`src/design/dtts_pkg.sv`:
```
// ----------------------------------------------------------------------------
// dtts_pkg
// Shared types and codes for the delayed task timer scheduler.
// ----------------------------------------------------------------------------
package dtts_pkg;

    localparam int DEF_NUM_SLOTS  = 16;
    localparam int DEF_FIFO_DEPTH = 16;

    localparam logic [1:0] CMD_TICK     = 2'd0;
    localparam logic [1:0] CMD_SET      = 2'd1;
    localparam logic [1:0] CMD_DELETE   = 2'd2;
    localparam logic [1:0] CMD_DISPATCH = 2'd3;

    typedef struct packed {
        logic [1:0]  command;
        logic [7:0]  task_id;
        logic [15:0] start_delay;
        logic [15:0] repeat_period;
    } req_t;

    typedef struct packed {
        logic        dispatch_valid;
        logic [7:0]  dispatched_task;
        logic        set_failed;
        logic [4:0]  ready_level;
    } rsp_t;

    // one timer slot; task_id zero marks an empty slot
    typedef struct packed {
        logic [7:0]  task_id;
        logic [15:0] delay;
        logic [15:0] period;
    } slot_t;

endpackage

```
`src/design/dtts_slot_ram.sv`:
```
// ----------------------------------------------------------------------------
// dtts_slot_ram
// Timer slot memory: one write port, one registered read port. Per-entry
// valid bits make entries read as empty until first written after reset.
// ----------------------------------------------------------------------------
module dtts_slot_ram #(
    parameter int NUM_SLOTS = dtts_pkg::DEF_NUM_SLOTS,
    parameter int SW        = (NUM_SLOTS > 1) ? $clog2(NUM_SLOTS) : 1
) (
    input  logic            clk,
    input  logic            rst_n,
    input  logic            we,
    input  logic [SW-1:0]   waddr,
    input  dtts_pkg::slot_t wdata,
    input  logic [SW-1:0]   raddr,
    output dtts_pkg::slot_t rdata
);
    import dtts_pkg::*;

    slot_t                mem [NUM_SLOTS];
    logic [NUM_SLOTS-1:0] vld_reg;
    slot_t                rd_reg;
    logic                 rd_vld_reg;

    always_ff @(posedge clk)
    begin
        if (we)
        begin
            mem[waddr] <= wdata;
        end
        rd_reg <= mem[raddr];
    end

    always_ff @(posedge clk or negedge rst_n)
    begin
        if (!rst_n)
        begin
            vld_reg    <= '0;
            rd_vld_reg <= 1'b0;
        end
        else
        begin
            if (we)
            begin
                vld_reg[waddr] <= 1'b1;
            end
            rd_vld_reg <= vld_reg[raddr];
        end
    end

    assign rdata = rd_vld_reg ? rd_reg : '0;

endmodule

```
`src/design/delayed_task_timer_scheduler_core.sv`:
```
// ----------------------------------------------------------------------------
// delayed_task_timer_scheduler_core
// Software-style timer table with a ready queue of task ids.
// ----------------------------------------------------------------------------
// Usage:
//   A request (req_valid/req_ready, payload req) carries a command: tick,
//   set task, delete task or dispatch. Every request yields exactly one
//   response (rsp_valid/rsp_ready, payload rsp) in request order.
//   Requests are processed one at a time. A tick, set or delete walks the
//   slot RAM one slot per cycle with the read-modify-write pipelined; a set
//   then writes its chosen slot in a separate write state. A delete or a set
//   that hits an existing id ends the walk early, as does a tick that finds
//   the ready queue full. Set or delete with id zero and dispatch on an empty
//   queue go straight to the done state; a dispatch that pops passes through
//   a pop state first.
//   The response sits in an output register; the next request is accepted
//   while it waits. If the receiver stalls, the following request finishes
//   its work and holds in the done state until the output register frees.
//   Reset clears all slots (through per-slot valid bits, no clearing pass)
//   and empties the ready queue; the block accepts requests right after.
// ----------------------------------------------------------------------------
module delayed_task_timer_scheduler_core #(
    parameter int NUM_SLOTS  = dtts_pkg::DEF_NUM_SLOTS,
    parameter int FIFO_DEPTH = dtts_pkg::DEF_FIFO_DEPTH
) (
    input  logic           clk,
    input  logic           rst_n,
    input  logic           req_valid,
    output logic           req_ready,
    input  dtts_pkg::req_t req,
    output logic           rsp_valid,
    input  logic           rsp_ready,
    output dtts_pkg::rsp_t rsp
);
    import dtts_pkg::*;

    localparam int SW = (NUM_SLOTS > 1) ? $clog2(NUM_SLOTS) : 1;
    localparam int PW = (FIFO_DEPTH > 1) ? $clog2(FIFO_DEPTH) : 1;
    localparam int CW = $clog2(FIFO_DEPTH + 1);

    localparam logic [SW-1:0] LAST_SLOT = SW'(NUM_SLOTS - 1);
    localparam logic [PW-1:0] LAST_PTR  = PW'(FIFO_DEPTH - 1);
    localparam logic [CW-1:0] FULL_CNT  = CW'(FIFO_DEPTH);

    localparam logic [2:0] S_IDLE   = 3'd0;
    localparam logic [2:0] S_SCAN   = 3'd1;
    localparam logic [2:0] S_SET_WR = 3'd2;
    localparam logic [2:0] S_POP    = 3'd3;
    localparam logic [2:0] S_DONE   = 3'd4;

    logic [2:0]    state_reg, state_next;
    req_t          req_reg, req_next;
    logic [SW-1:0] iss_reg, iss_next;
    logic          iss_done_reg, iss_done_next;
    logic [SW-1:0] proc_reg, proc_next;
    logic          pend_reg, pend_next;
    logic [SW-1:0] pick_reg, pick_next;
    logic          found_reg, found_next;
    logic          fail_reg, fail_next;
    logic          disp_reg, disp_next;
    logic [7:0]    task_reg, task_next;
    logic [CW-1:0] count_reg, count_next;
    logic [PW-1:0] head_reg, head_next;
    logic [PW-1:0] tail_reg, tail_next;
    logic          rsp_valid_reg, rsp_valid_next;
    rsp_t          rsp_reg, rsp_next;

    logic          sw_we;
    logic [SW-1:0] sw_addr;
    slot_t         sw_data;
    slot_t         rd;
    logic          push;
    logic          finish;

    logic [7:0]    ready_fifo [FIFO_DEPTH];
    logic [7:0]    fifo_q;

    dtts_slot_ram #(
        .NUM_SLOTS (NUM_SLOTS),
        .SW        (SW)
    ) u_slot_ram (
        .clk   (clk),
        .rst_n (rst_n),
        .we    (sw_we),
        .waddr (sw_addr),
        .wdata (sw_data),
        .raddr (iss_reg),
        .rdata (rd)
    );

    // ready queue storage, head read registered every cycle
    always_ff @(posedge clk)
    begin
        if (push)
        begin
            ready_fifo[tail_reg] <= rd.task_id;
        end
        fifo_q <= ready_fifo[head_reg];
    end

    assign req_ready = (state_reg == S_IDLE);
    assign rsp_valid = rsp_valid_reg;
    assign rsp       = rsp_reg;

    always_comb
    begin
        state_next     = state_reg;
        req_next       = req_reg;
        iss_next       = iss_reg;
        iss_done_next  = iss_done_reg;
        proc_next      = proc_reg;
        pend_next      = 1'b0;
        pick_next      = pick_reg;
        found_next     = found_reg;
        fail_next      = fail_reg;
        disp_next      = disp_reg;
        task_next      = task_reg;
        count_next     = count_reg;
        head_next      = head_reg;
        tail_next      = tail_reg;
        rsp_valid_next = rsp_valid_reg && !rsp_ready;
        rsp_next       = rsp_reg;
        sw_we          = 1'b0;
        sw_addr        = proc_reg;
        sw_data        = '0;
        push           = 1'b0;
        finish         = 1'b0;

        unique case (state_reg)
            S_IDLE:
            begin
                if (req_valid)
                begin
                    req_next      = req;
                    iss_next      = '0;
                    iss_done_next = 1'b0;
                    found_next    = 1'b0;
                    pick_next     = '0;
                    fail_next     = 1'b0;
                    disp_next     = 1'b0;
                    task_next     = '0;
                    if (req.command == CMD_DISPATCH)
                    begin
                        state_next = (count_reg == '0) ? S_DONE : S_POP;
                    end
                    else if (req.command != CMD_TICK && req.task_id == '0)
                    begin
                        state_next = S_DONE;
                    end
                    else
                    begin
                        state_next = S_SCAN;
                    end
                end
            end

            S_SCAN:
            begin
                // issue the next slot read while the previous one is processed
                if (!iss_done_reg)
                begin
                    pend_next = 1'b1;
                    proc_next = iss_reg;
                    if (iss_reg == LAST_SLOT)
                    begin
                        iss_done_next = 1'b1;
                    end
                    else
                    begin
                        iss_next = iss_reg + 1'b1;
                    end
                end

                if (pend_reg)
                begin
                    if (proc_reg == LAST_SLOT)
                    begin
                        finish = 1'b1;
                    end
                    case (req_reg.command)
                        CMD_TICK:
                        begin
                            if (rd.task_id != '0)
                            begin
                                if (rd.delay == '0)
                                begin
                                    if (count_reg == FULL_CNT)
                                    begin
                                        // queue full: leave this slot, end the walk
                                        finish = 1'b1;
                                    end
                                    else
                                    begin
                                        push       = 1'b1;
                                        count_next = count_reg + 1'b1;
                                        tail_next  = (tail_reg == LAST_PTR) ? '0
                                                                            : tail_reg + 1'b1;
                                        sw_we      = 1'b1;
                                        if (rd.period != '0)
                                        begin
                                            sw_data = '{task_id: rd.task_id,
                                                        delay:   rd.period,
                                                        period:  rd.period};
                                        end
                                    end
                                end
                                else
                                begin
                                    sw_we   = 1'b1;
                                    sw_data = '{task_id: rd.task_id,
                                                delay:   rd.delay - 16'd1,
                                                period:  rd.period};
                                end
                            end
                        end
                        CMD_SET:
                        begin
                            if (rd.task_id == req_reg.task_id)
                            begin
                                pick_next  = proc_reg;
                                found_next = 1'b1;
                                finish     = 1'b1;
                            end
                            else if (rd.task_id == '0 && !found_reg)
                            begin
                                pick_next  = proc_reg;
                                found_next = 1'b1;
                            end
                        end
                        default:
                        begin
                            // delete: clear the first matching slot
                            if (rd.task_id == req_reg.task_id)
                            begin
                                sw_we  = 1'b1;
                                finish = 1'b1;
                            end
                        end
                    endcase
                end

                if (finish)
                begin
                    pend_next  = 1'b0;
                    state_next = (req_reg.command == CMD_SET) ? S_SET_WR : S_DONE;
                end
            end

            S_SET_WR:
            begin
                if (found_reg)
                begin
                    sw_we   = 1'b1;
                    sw_addr = pick_reg;
                    sw_data = '{task_id: req_reg.task_id,
                                delay:   req_reg.start_delay,
                                period:  req_reg.repeat_period};
                end
                else
                begin
                    fail_next = 1'b1;
                end
                state_next = S_DONE;
            end

            S_POP:
            begin
                disp_next  = 1'b1;
                task_next  = fifo_q;
                count_next = count_reg - 1'b1;
                head_next  = (head_reg == LAST_PTR) ? '0 : head_reg + 1'b1;
                state_next = S_DONE;
            end

            S_DONE:
            begin
                // hold until the output register is free
                if (!rsp_valid_reg || rsp_ready)
                begin
                    rsp_valid_next           = 1'b1;
                    rsp_next.dispatch_valid  = disp_reg;
                    rsp_next.dispatched_task = task_reg;
                    rsp_next.set_failed      = fail_reg;
                    rsp_next.ready_level     = 5'(count_reg);
                    state_next               = S_IDLE;
                end
            end

            default:
            begin
                state_next = S_IDLE;
            end
        endcase
    end

    always_ff @(posedge clk or negedge rst_n)
    begin
        if (!rst_n)
        begin
            state_reg     <= S_IDLE;
            iss_done_reg  <= 1'b0;
            pend_reg      <= 1'b0;
            found_reg     <= 1'b0;
            count_reg     <= '0;
            head_reg      <= '0;
            tail_reg      <= '0;
            rsp_valid_reg <= 1'b0;
        end
        else
        begin
            state_reg     <= state_next;
            iss_done_reg  <= iss_done_next;
            pend_reg      <= pend_next;
            found_reg     <= found_next;
            count_reg     <= count_next;
            head_reg      <= head_next;
            tail_reg      <= tail_next;
            rsp_valid_reg <= rsp_valid_next;
        end
    end

    always_ff @(posedge clk)
    begin
        req_reg  <= req_next;
        iss_reg  <= iss_next;
        proc_reg <= proc_next;
        pick_reg <= pick_next;
        fail_reg <= fail_next;
        disp_reg <= disp_next;
        task_reg <= task_next;
        rsp_reg  <= rsp_next;
    end

endmodule

```
`config.mk`:
```
export PLATFORM = sky130hd
export DESIGN_NAME = delayed_task_timer_scheduler_core
export DESIGN_NICKNAME = d
export VERILOG_FILES = /design/src/design/dtts_pkg.sv /design/src/design/dtts_slot_ram.sv /design/src/design/delayed_task_timer_scheduler_core.sv
export SDC_FILE = /design/constraint.sdc
export NUM_CORES = 1
export LEC_CHECK = 0
export BUFFER_PORTS_ARGS = -buffer_cell sky130_fd_sc_hd__buf_2
export CORE_ASPECT_RATIO = 1.4
export CORE_MARGIN = 1
export CORE_UTILIZATION = 45
export CTS_BUF_LIST = sky130_fd_sc_hd__clkbuf_8
export DETAILED_ROUTE_END_ITERATION = 16
export GPL_ROUTABILITY_DRIVEN = 0
export SLEW_MARGIN = 5
export SYNTH_ARGS = -nofsm -noshare
export SYNTH_HDL_FRONTEND = slang
export SYNTH_SLANG_ARGS = --single-unit
```
`constraint.sdc`:
```
create_clock -name clk -period 8.2 [get_ports clk]
set_clock_uncertainty 0.2 [all_clocks]
set_input_delay 0.82 -clock clk [delete_from_list [all_inputs] [get_ports clk]]
set_output_delay 0.82 -clock clk [all_outputs]
set_load 0.1 [all_outputs]
```
## Word level (Yosys, flattened, before mapping)

Memories as Yosys holds them, arrays and structs flattened. A register that Yosys moved wholly into a read port is not among the register bits.
Index checks and enable logic that the tools add are counted.
W data, S select, Z words.

- Word-level logic and storage cells: 180
- Bits in read-only memories: 0
- Bits in registers: 116
- Bits in latches: 0
- Memories: 2
- Bits in writable memories: 768
- Output and inout port bits: 17
- Bits of input ports: 46

- Bitwise operators: 3
- Add/sub/neg operators: 6
- Muxes and demuxes: 84
- Shift operators: 0
- Div/mod/pow operators: 0
- Order comparisons: 3
- Multiply operators: 0
- Reduce and logical (&&, ||, !) cells: 33
- Equal/unequal tests: 25

Memory list:

| memory | words | bits a word | read ports | clocked after Yosys merged registers in | write ports | line | RTL |
|---|---|---|---|---|---|---|---|
| u_slot_ram.mem | 16 | 40 | 1 | 1 | 1 | dtts_slot_ram.sv:20 | `slot_t mem [NUM_SLOTS];` |
| ready_fifo | 16 | 8 | 1 | 1 | 1 | delayed_task_timer_scheduler_core.sv:75 | `logic [7:0] ready_fifo [FIFO_DEPTH];` |

Operators with widths:

| kind | count |
|---|---|
| $mux W40 | 8 |
| $pmux W40 S2 | 1 |
| $mux W4 | 11 |
| $mux W1 | 38 |
| $mux W5 | 5 |
| $ne A2 B2 Y1 const B | 11 |
| $mux W3 | 7 |
| $eq A4 B4 Y1 const B | 4 |
| $logic_not A16 Y1 | 1 |
| $logic_not A8 Y1 | 2 |
| $or A16 B16 Y16 | 1 |
| $pmux W4 S2 | 2 |
| $pmux W8 S2 | 1 |
| $reduce_bool A16 Y1 | 1 |
| $sub A16 B1 Y16 const B | 1 |
| $add A4 B1 Y4 const B | 3 |
| $pmux W1 S2 | 6 |
| $pmux W3 S4 | 1 |
| $reduce_and A6 Y1 | 2 |
| $lt A4 B5 Y1 const B | 2 |
| $pmux W5 S2 | 1 |
| $reduce_and A2 Y1 | 5 |
| $reduce_bool A2 Y1 | 5 |
| $eq A8 B8 Y1 | 1 |
| other kinds (26) | 34 |

## Longest topological paths before layout

Gate-level depths: netlist (run 1).

- Word-level depth: 10
- Mapped depth: 11
- Gate-level depth less buffers: 10

## Hierarchy

Synthesis (run 1) repeated with hierarchy kept, for this count alone.

- Cell total of the unflattened synthesis: 1804
- Area, all modules: 35825.6 um^2

By module, submodules not included:

| module | times used | sequential area each (um^2) | cells an instance | area an instance (um^2) |
|---|---|---|---|---|
| dtts_slot_ram | 1 | 20444.6 | 1126 | 25659.6 |
| delayed_task_timer_scheduler_core | 1 | 6876.6 | 678 | 10166.0 |

## Least setup slack after synthesis (run 1)

No wires, ideal clock.

- Kind: reg2reg
- Start: register req_reg[38] (netlist name)
- End: memory u_slot_ram.mem[12][0] (netlist name) (enable)
- Setup slack: 3.025 ns
- Clock period less this slack: 5.175 ns
- Cell stages (with the launch flop): 7
- Data arrival time: 4.482 ns
- Setup time: 0.493 ns
- Path through: edfxtp_1 -> or2_2 -> a21oi_1 -> o21ai_0 -> a221oi_2 -> nand2_1 -> o21ai_0

- Word-level cells in the longest chain between the ends: 7

RTL lines:

| item | line | RTL |
|---|---|---|
| start: declaration | delayed_task_timer_scheduler_core.sv:52 | `req_t req_reg, req_next;` |
| start signal: assignment | delayed_task_timer_scheduler_core.sv:324 | `req_reg <= req_next;` |
| $eq A8 B8 Y1 | delayed_task_timer_scheduler_core.sv:233 | `if (rd.task_id == req_reg.task_id)` |
| $mux W1 | delayed_task_timer_scheduler_core.sv:233 |  |
| $pmux W1 S2 | delayed_task_timer_scheduler_core.sv:180 | `case (req_reg.command)` |
| $mux W1 | delayed_task_timer_scheduler_core.sv:174 | `if (pend_reg)` |
| $pmux W1 S2 | delayed_task_timer_scheduler_core.sv:129 | `unique case (state_reg)` |
| $mux W1 | dtts_slot_ram.sv:27 | `if (we)` |
| $mux W1 (not written as such) | dtts_slot_ram.sv:29 | `mem[waddr] <= wdata;` |
| end: declaration | dtts_slot_ram.sv:20 |  |

No other way between the ends.

## Worst setup path after layout (run 1)

- Start: register state_reg[1]
- End: memory u_slot_ram.mem[1][39] (netlist name) (enable)

- Word-level cells in the longest chain between the ends: 4
- Elaborated cells between the ends (all ways): 6

RTL lines:

| item | line | RTL |
|---|---|---|
| start: declaration | delayed_task_timer_scheduler_core.sv:51 | `logic [2:0] state_reg, state_next;` |
| start signal: assignment | delayed_task_timer_scheduler_core.sv:311 | `state_reg <= state_next;` |
| $eq A3 B2 Y1 or $eq A3 B1 Y1 (tied branches) | delayed_task_timer_scheduler_core.sv:129 |  |
| $pmux W1 S2 | delayed_task_timer_scheduler_core.sv:129 |  |
| $mux W1 | dtts_slot_ram.sv:27 |  |
| $mux W1 (not written as such) | dtts_slot_ram.sv:29 |  |

Several ways; a longest one is shown, not always the timed one.

==> results of run 1 <==
## Yosys cell counts, types with 5 or more instances
cell type                  count  share of area
sky130_fd_sc_hd__a21oi_1      22         0.0031
sky130_fd_sc_hd__mux2i_1      26         0.0072
sky130_fd_sc_hd__and3_1       17         0.0029
sky130_fd_sc_hd__nand2b_1     10         0.0017
sky130_fd_sc_hd__a21o_1        5         0.0010
sky130_fd_sc_hd__a31oi_1      14         0.0024
sky130_fd_sc_hd__mux2_2        7         0.0022
sky130_fd_sc_hd__a221oi_1      9         0.0022
sky130_fd_sc_hd__o21ai_1       5        0.00069
sky130_fd_sc_hd__o21ai_0      50         0.0069
sky130_fd_sc_hd__a22oi_1      12         0.0025
sky130_fd_sc_hd__nor2_1       36         0.0037
sky130_fd_sc_hd__nand2_1      89         0.0093
sky130_fd_sc_hd__edfxtp_1    847           0.70
sky130_fd_sc_hd__nand3_1      14         0.0019
sky130_fd_sc_hd__xnor2_1      13         0.0032
sky130_fd_sc_hd__o221ai_1      5         0.0012
sky130_fd_sc_hd__nor3_1       14         0.0019
sky130_fd_sc_hd__dfxtp_1      48          0.027
sky130_fd_sc_hd__mux4_2      221           0.14
sky130_fd_sc_hd__clkbuf_1     37         0.0038
sky130_fd_sc_hd__a22o_1       35         0.0085
sky130_fd_sc_hd__and2_1       14         0.0024
sky130_fd_sc_hd__ha_1         10         0.0035
sky130_fd_sc_hd__xor2_1        6         0.0015
sky130_fd_sc_hd__buf_2        27         0.0037
sky130_fd_sc_hd__buf_1        14         0.0015
sky130_fd_sc_hd__o31ai_1       5         0.0010
sky130_fd_sc_hd__nor4_1       20         0.0035
sky130_fd_sc_hd__nand4_1       6         0.0010
sky130_fd_sc_hd__dfrtp_1      37          0.026
sky130_fd_sc_hd__inv_1        21         0.0022
sky130_fd_sc_hd__o22ai_1       6         0.0010
## layout make-up
class	count	area, µm²
Antenna cell	1	2.50
Clock buffer	156	2150
Clock inverter	95	546
Fill cell	6221	38300
Inverter	21	78.8
Multi-Input combinational cell	729	8520
Sequential cell	932	27300
Tap cell	1054	1320
Timing Repair Buffer	136	973
## worst register-to-register path: stages, from the launching register on
cell,delay [ps]
sky130_fd_sc_hd__dfrtp_1,700
sky130_fd_sc_hd__nor3b_2,350
sky130_fd_sc_hd__and2_2,180
sky130_fd_sc_hd__buf_4,560
sky130_fd_sc_hd__nand3_1,220
sky130_fd_sc_hd__o21ai_1,280
sky130_fd_sc_hd__nand2_1,350
sky130_fd_sc_hd__o21ai_4,650
sky130_fd_sc_hd__buf_4,590
## per-layer routing
| layer | routed length [µm] | GRT usage | part of all wire |
|---|---|---|---|
| met1 | 32200 | 0.260 | 0.39 |
| met2 | 44300 | 0.371 | 0.53 |
| met3 | 3720 | 0.0358 | 0.045 |
| met4 | 2780 | 0.0883 | 0.033 |
| met5 | 0 | 0 | 0 |
## where the power goes
part | switching, µW | internal [µW] | total [µW]
Combinational | 15.7 | 18.2 | 33.9
Clock | 1760 | 1910 | 3660
Sequential | 0.0000000000000106 | 5110 | 5110
Total | 1770 | 7030 | 8800
## logic make-up after synthesis
family / after synthesis / share of synthesized area
and+or+nand+nor: 245 / 0.0350
adders and majority gates: 11 / 0.00402
muxes: 256 / 0.148
DFF: 932 / 0.757
buffers and inverters: 104 / 0.0127
AOI/OAI and AO/OA: 198 / 0.0389
xor gates and xnor gates: 19 / 0.00461
## stage by stage
step	area (µm²)	worst slack [ps]	std cells	power, µW
floorplan	36100	3030	1765	5210
global placement	37900	3820	2839	5230
detailed placement	37900	3710	2839	5230
CTS	40900	3660	3123	8890
global route	40900	3320	3124	9080
finish	40900	3690	3124	8800
## path summary, 6_finish.rpt
path | from | to | slack, ps | cells past startpoint
worst max-delay path | state_reg[1] | u_slot_ram.mem[1][39] | 3690 | 8
max in group asynchronous | rst_n | head_reg[0] | 6500 | 2
worst min register to register | task_reg[7] | rsp[13] | 210 | 0
min in group asynchronous | rst_n | tail_reg[3] | 550 | 2
worst max register to register | state_reg[1] | u_slot_ram.mem[1][39] | 3690 | 8
worst min-delay path | req[33] | req_reg[33] | 90 | 1
==> flow_summary.toml, run 1 <==
[critical_path]
critPathMaxFanout = 54
crit_path_top_delay_cell = "sky130_fd_sc_hd__dfrtp_1"
worstPathArrival_ps = 4720
max_stage_delay_ps = 700
cp-end-kind = "register"
critPathMostFrequentCell = "sky130_fd_sc_hd__buf_4"
timing.setup.critical_path_class = "reg2reg"
timing.critical_path.buf_inv = 2
worstPathRequired_ps = 8410
cpLargestDelayFamily = "buffers and inverters"
critical_path.cell_chain = "nor3b_2 > and2_2 > buf_4 > nand3_1 > o21ai_1 > nand2_1 > o21ai_4 > buf_4"
critical_path.startpoint_type = "register"

[timing]
hold_viol = 0
finalCritPeriodShare = 0.551
tightestPinTransition_ps = 1370
finalCriticalPeriod_ps = 4510
rsz0062_at_grt = "false"
maxSlewViolCount = 0
fin_tns_setup_ps = 0
fmax_mhz = 222
worst_hold_slack_ps = 94.0
final-setup-viol-count = 0
timing.slew.headroom = 0.0845

[routing]
dr_total_vias = 18000
avgViaCountPerCell = 5.77
detailedRoute.firstPassIterationCount = 5
drt_iter0_markers = 1686
wirelength_um = 83100
postRouteAntennaNets = 0
detail_route.drc_violations = 0
wl_per_cell_um = 26.6

[floorplanning]
top_level_ports = 63
floorplan.initialDensity = 0.456
core-area_um2 = 79200
fp.dieArea_um2 = 81400
placementRows = 122
floorplan.die.width_um = 241
die-height_um = 337

[global_routing]
first_global_vias = 18900
global_route.usage.total = 0.212
antenna_found_initial = 1
grt_remaining_overflow = 0
wire_length_of_the_first_global_routing_pass_um = 124000
grt_max_degree = 167

[yosys]
yosysWarnings = 0
synth-async-reset-ratio = 0.0397
synth-seq-cells = 932
synthesis.nets = 1822
netlist-cell-type-count = 76
post_synth_edffs = 847
synth.yosys.seq_area_share = 0.757
syn-cell-area_um2 = 36100
synthFlopType = "sky130_fd_sc_hd__edfxtp_1"
synth_cells = 1765
synth_area_per_cell_um2 = 20.5

[layout]
final_cell_mix = "sky130_fd_sc_hd__edfxtp_1, sky130_fd_sc_hd__mux4_2, sky130_fd_sc_hd__clkbuf_8"
largest_register_ffs = 640
final_nets = 2017
utilization = 0.516
growth_of_design_area_from_synthesis_to_finish_pct = 13.3
mostFrequentLayoutCell = "sky130_fd_sc_hd__edfxtp_1"
layout-drive-gt1-share = 0.268

[clocking]
post_cts_resized = 0
cts_hold_repair.buffers = 33
clock_sink_count = 932
cts.path.max_buffers = 3
cts.reportedPaths.clkPinSlew_ps = 70
tritoncts = "yes"
postCtsSetupBuffers = 0
cts-root-buf = "sky130_fd_sc_hd__clkbuf_8"
clk-insertion-delay-late_ps = 810
cts_made_buffers = 140
clock_h_tree_levels = 4

[power_and_ir_drop]
ir_worst_vdd_mv = 0.159
cellPowerDensity_nw_per_um2 = 215
p_leak_uw = 0.0110

[status]
outcome = "finished, final reports clean"

[placement]
port_buffers = 62
dp.final_hpwl_um = 47500

[min_path]
worst_hold_path_type = "in2reg"

[flow_run]
cap_violations = 0
(Power assumes the default switching activity.)
==> run 2: changes to the inputs <==
==> constraint.sdc (replaced) <==
create_clock -name clk -period 3.9 [get_ports clk]
set_clock_uncertainty 0.2 [all_clocks]
set_input_delay 0.39 -clock clk [delete_from_list [all_inputs] [get_ports clk]]
set_output_delay 0.39 -clock clk [all_outputs]
set_load 0.1 [all_outputs]
==> flow_summary.toml, run 2 (same netlist as run 1, synthesis figures left out) <==
[status]
outcome = "finished, final reports clean"

[clocking]
cts.path.max_buffers = 3
cts.reportedPaths.clkPinSlew_ps = 70
clock_h_tree_levels = 4
tritoncts = "yes"
cts-root-buf = "sky130_fd_sc_hd__clkbuf_8"
clock_sink_count = 932
cts_made_buffers = 142
clk-insertion-delay-late_ps = 820
post_cts_resized = 0

[floorplanning]
floorplan.die.width_um = 241
floorplan.initialDensity = 0.456
die-height_um = 337
top_level_ports = 63
fp.dieArea_um2 = 81400
placementRows = 122
core-area_um2 = 79200

[power_and_ir_drop]
cellPowerDensity_nw_per_um2 = 439
design_power_total_uw = 18300
ir_worst_vdd_mv = 0.302
p_leak_uw = 0.0114

[critical_path]
timing.critical_path.buf_inv = 1
cpLargestDelayFamily = "compound AO/OA/AOI/OAI gates"
worstPathArrival_ps = 3980
timing.setup.critical_path_class = "reg2reg"
worstPathRequired_ps = 4200
cp-end-kind = "register"
critical_path.cell_chain = "and4bb_2 > a22oi_1 > a22o_1 > a221oi_2 > nand2_1 > o21ai_4 > buf_12"
crit_path_top_delay_cell = "sky130_fd_sc_hd__dfrtp_1"
critPathMaxFanout = 20
max_stage_delay_ps = 840
critical_path.startpoint_type = "register"

[routing]
detailedRoute.firstPassIterationCount = 7
detail_route.drc_violations = 0
wl_per_cell_um = 27.2
drt_iter0_markers = 1395
postRouteAntennaNets = 0
avgViaCountPerCell = 5.75
wirelength_um = 87000
dr_total_vias = 18400

[placement]
preCtsSetupSlack_ps = 231
dp.final_hpwl_um = 53800
detailed_place.area_um2 = 38600
port_buffers = 62

[timing]
fin_tns_setup_ps = 0
final-setup-viol-count = 0
hold_viol = 0
maxSlewViolCount = 0
worst_hold_slack_ps = 103
finalCritPeriodShare = 0.944
finalWorstSetupSlack_ps = 218
finalCriticalPeriod_ps = 3680
tightestPinTransition_ps = 967
fmax_mhz = 272
timing.slew.headroom = 0.356
rsz0062_at_grt = "false"

[layout]
final_nets = 2079
final_cell_mix = "sky130_fd_sc_hd__edfxtp_1, sky130_fd_sc_hd__mux4_2, sky130_fd_sc_hd__clkbuf_8"
num-fill-cells = 6183
layout-drive-gt1-share = 0.282
largest_register_ffs = 640
area_of_all_placed_cells_without_fillers_um2 = 41700
register_area_um2 = 27300
growth_of_design_area_from_synthesis_to_finish_pct = 15.5
mostFrequentLayoutCell = "sky130_fd_sc_hd__edfxtp_1"
total_area_of_multi_input_combinational_cells_um2 = 8520

[global_routing]
grt_remaining_overflow = 0
wire_length_of_the_first_global_routing_pass_um = 128000
global_route.usage.total = 0.222
grt_max_degree = 111
first_global_vias = 19400
antenna_found_initial = 3

[min_path]
worst_hold_path_type = "in2reg"

[flow_run]
cap_violations = 0
## run 2: cell count changes in the layout (fill, tap and decap cells not counted), sizes merged
cell         change
clkbuf           -1
clkinvlp         +2
bufinv           -4
dlygate4sd3     +14
inv              +7
clkinv           +6
diode            +1
buf             +46
## run 2: layout make-up
type                    count  share of cell area
flip-flops and latches    932               0.655
repair buffers            196              0.0431
inverters                  21             0.00189
multi-input cells         729               0.204
well taps                1054              0.0316
clock buffers             155              0.0512
clock inverters           106              0.0122
diodes                      2            0.000120
## run 2: worst register-to-register path, delay by kind of cell, from the launching register on
| family | cells | cell delay, ps |
|---|---|---|
| AOI/OAI and AO/OA | 4 | 1360 |
| DFF | 1 | 840 |
| and+or+nand+nor | 2 | 710 |
| buffers and inverters | 1 | 260 |
## run 2: repair_timing
item | 4_1_cts | 5_1_grt
hold buffers | 47 | 0
setup buffers | 0 | 0
endpoints found under the hold margin | 89 | 0
## run 2: power by group
| part | switching (µW) | internal, µW |
|---|---|---|
| combinational | 33.4 | 48.2 |
| sequential | 0.0000000000000543 | 10700 |
| clock | 3720 | 3750 |
## run 2: final timing paths
| path | start | end | slack [ps] | cells after the start |
|---|---|---|---|---|
| setup / recovery | u_slot_ram.rd_vld_reg | u_slot_ram.mem[14][2] | 220 | 7 |
| setup reg to reg | u_slot_ram.rd_vld_reg | u_slot_ram.mem[14][2] | 220 | 7 |
| hold / removal | req[20] | req_reg[20] | 100 | 2 |
| max in group asynchronous | rst_n | tail_reg[1] | 2440 | 4 |
| hold reg to reg | disp_reg | rsp[14] | 210 | 0 |
| min in group asynchronous | rst_n | u_slot_ram.vld_reg[5] | 580 | 4 |
## run 2: through the flow
stage          cells   util
2_1_floorplan   1765      -
3_3_place_gp    2885  0.487
3_5_place_dp    2885  0.487
4_1_cts         3193  0.526
5_1_grt         3194  0.526
6_report        3195  0.526
## run 2: routing by layer
layer	global-route usage	vias to the layer above	wire length (µm)
met3	0.0362	157	4020
met1	0.267	9748	33200
li1	-	7894	-
met2	0.395	586	46700
met5	0	-	10
met4	0.0922	2	3130
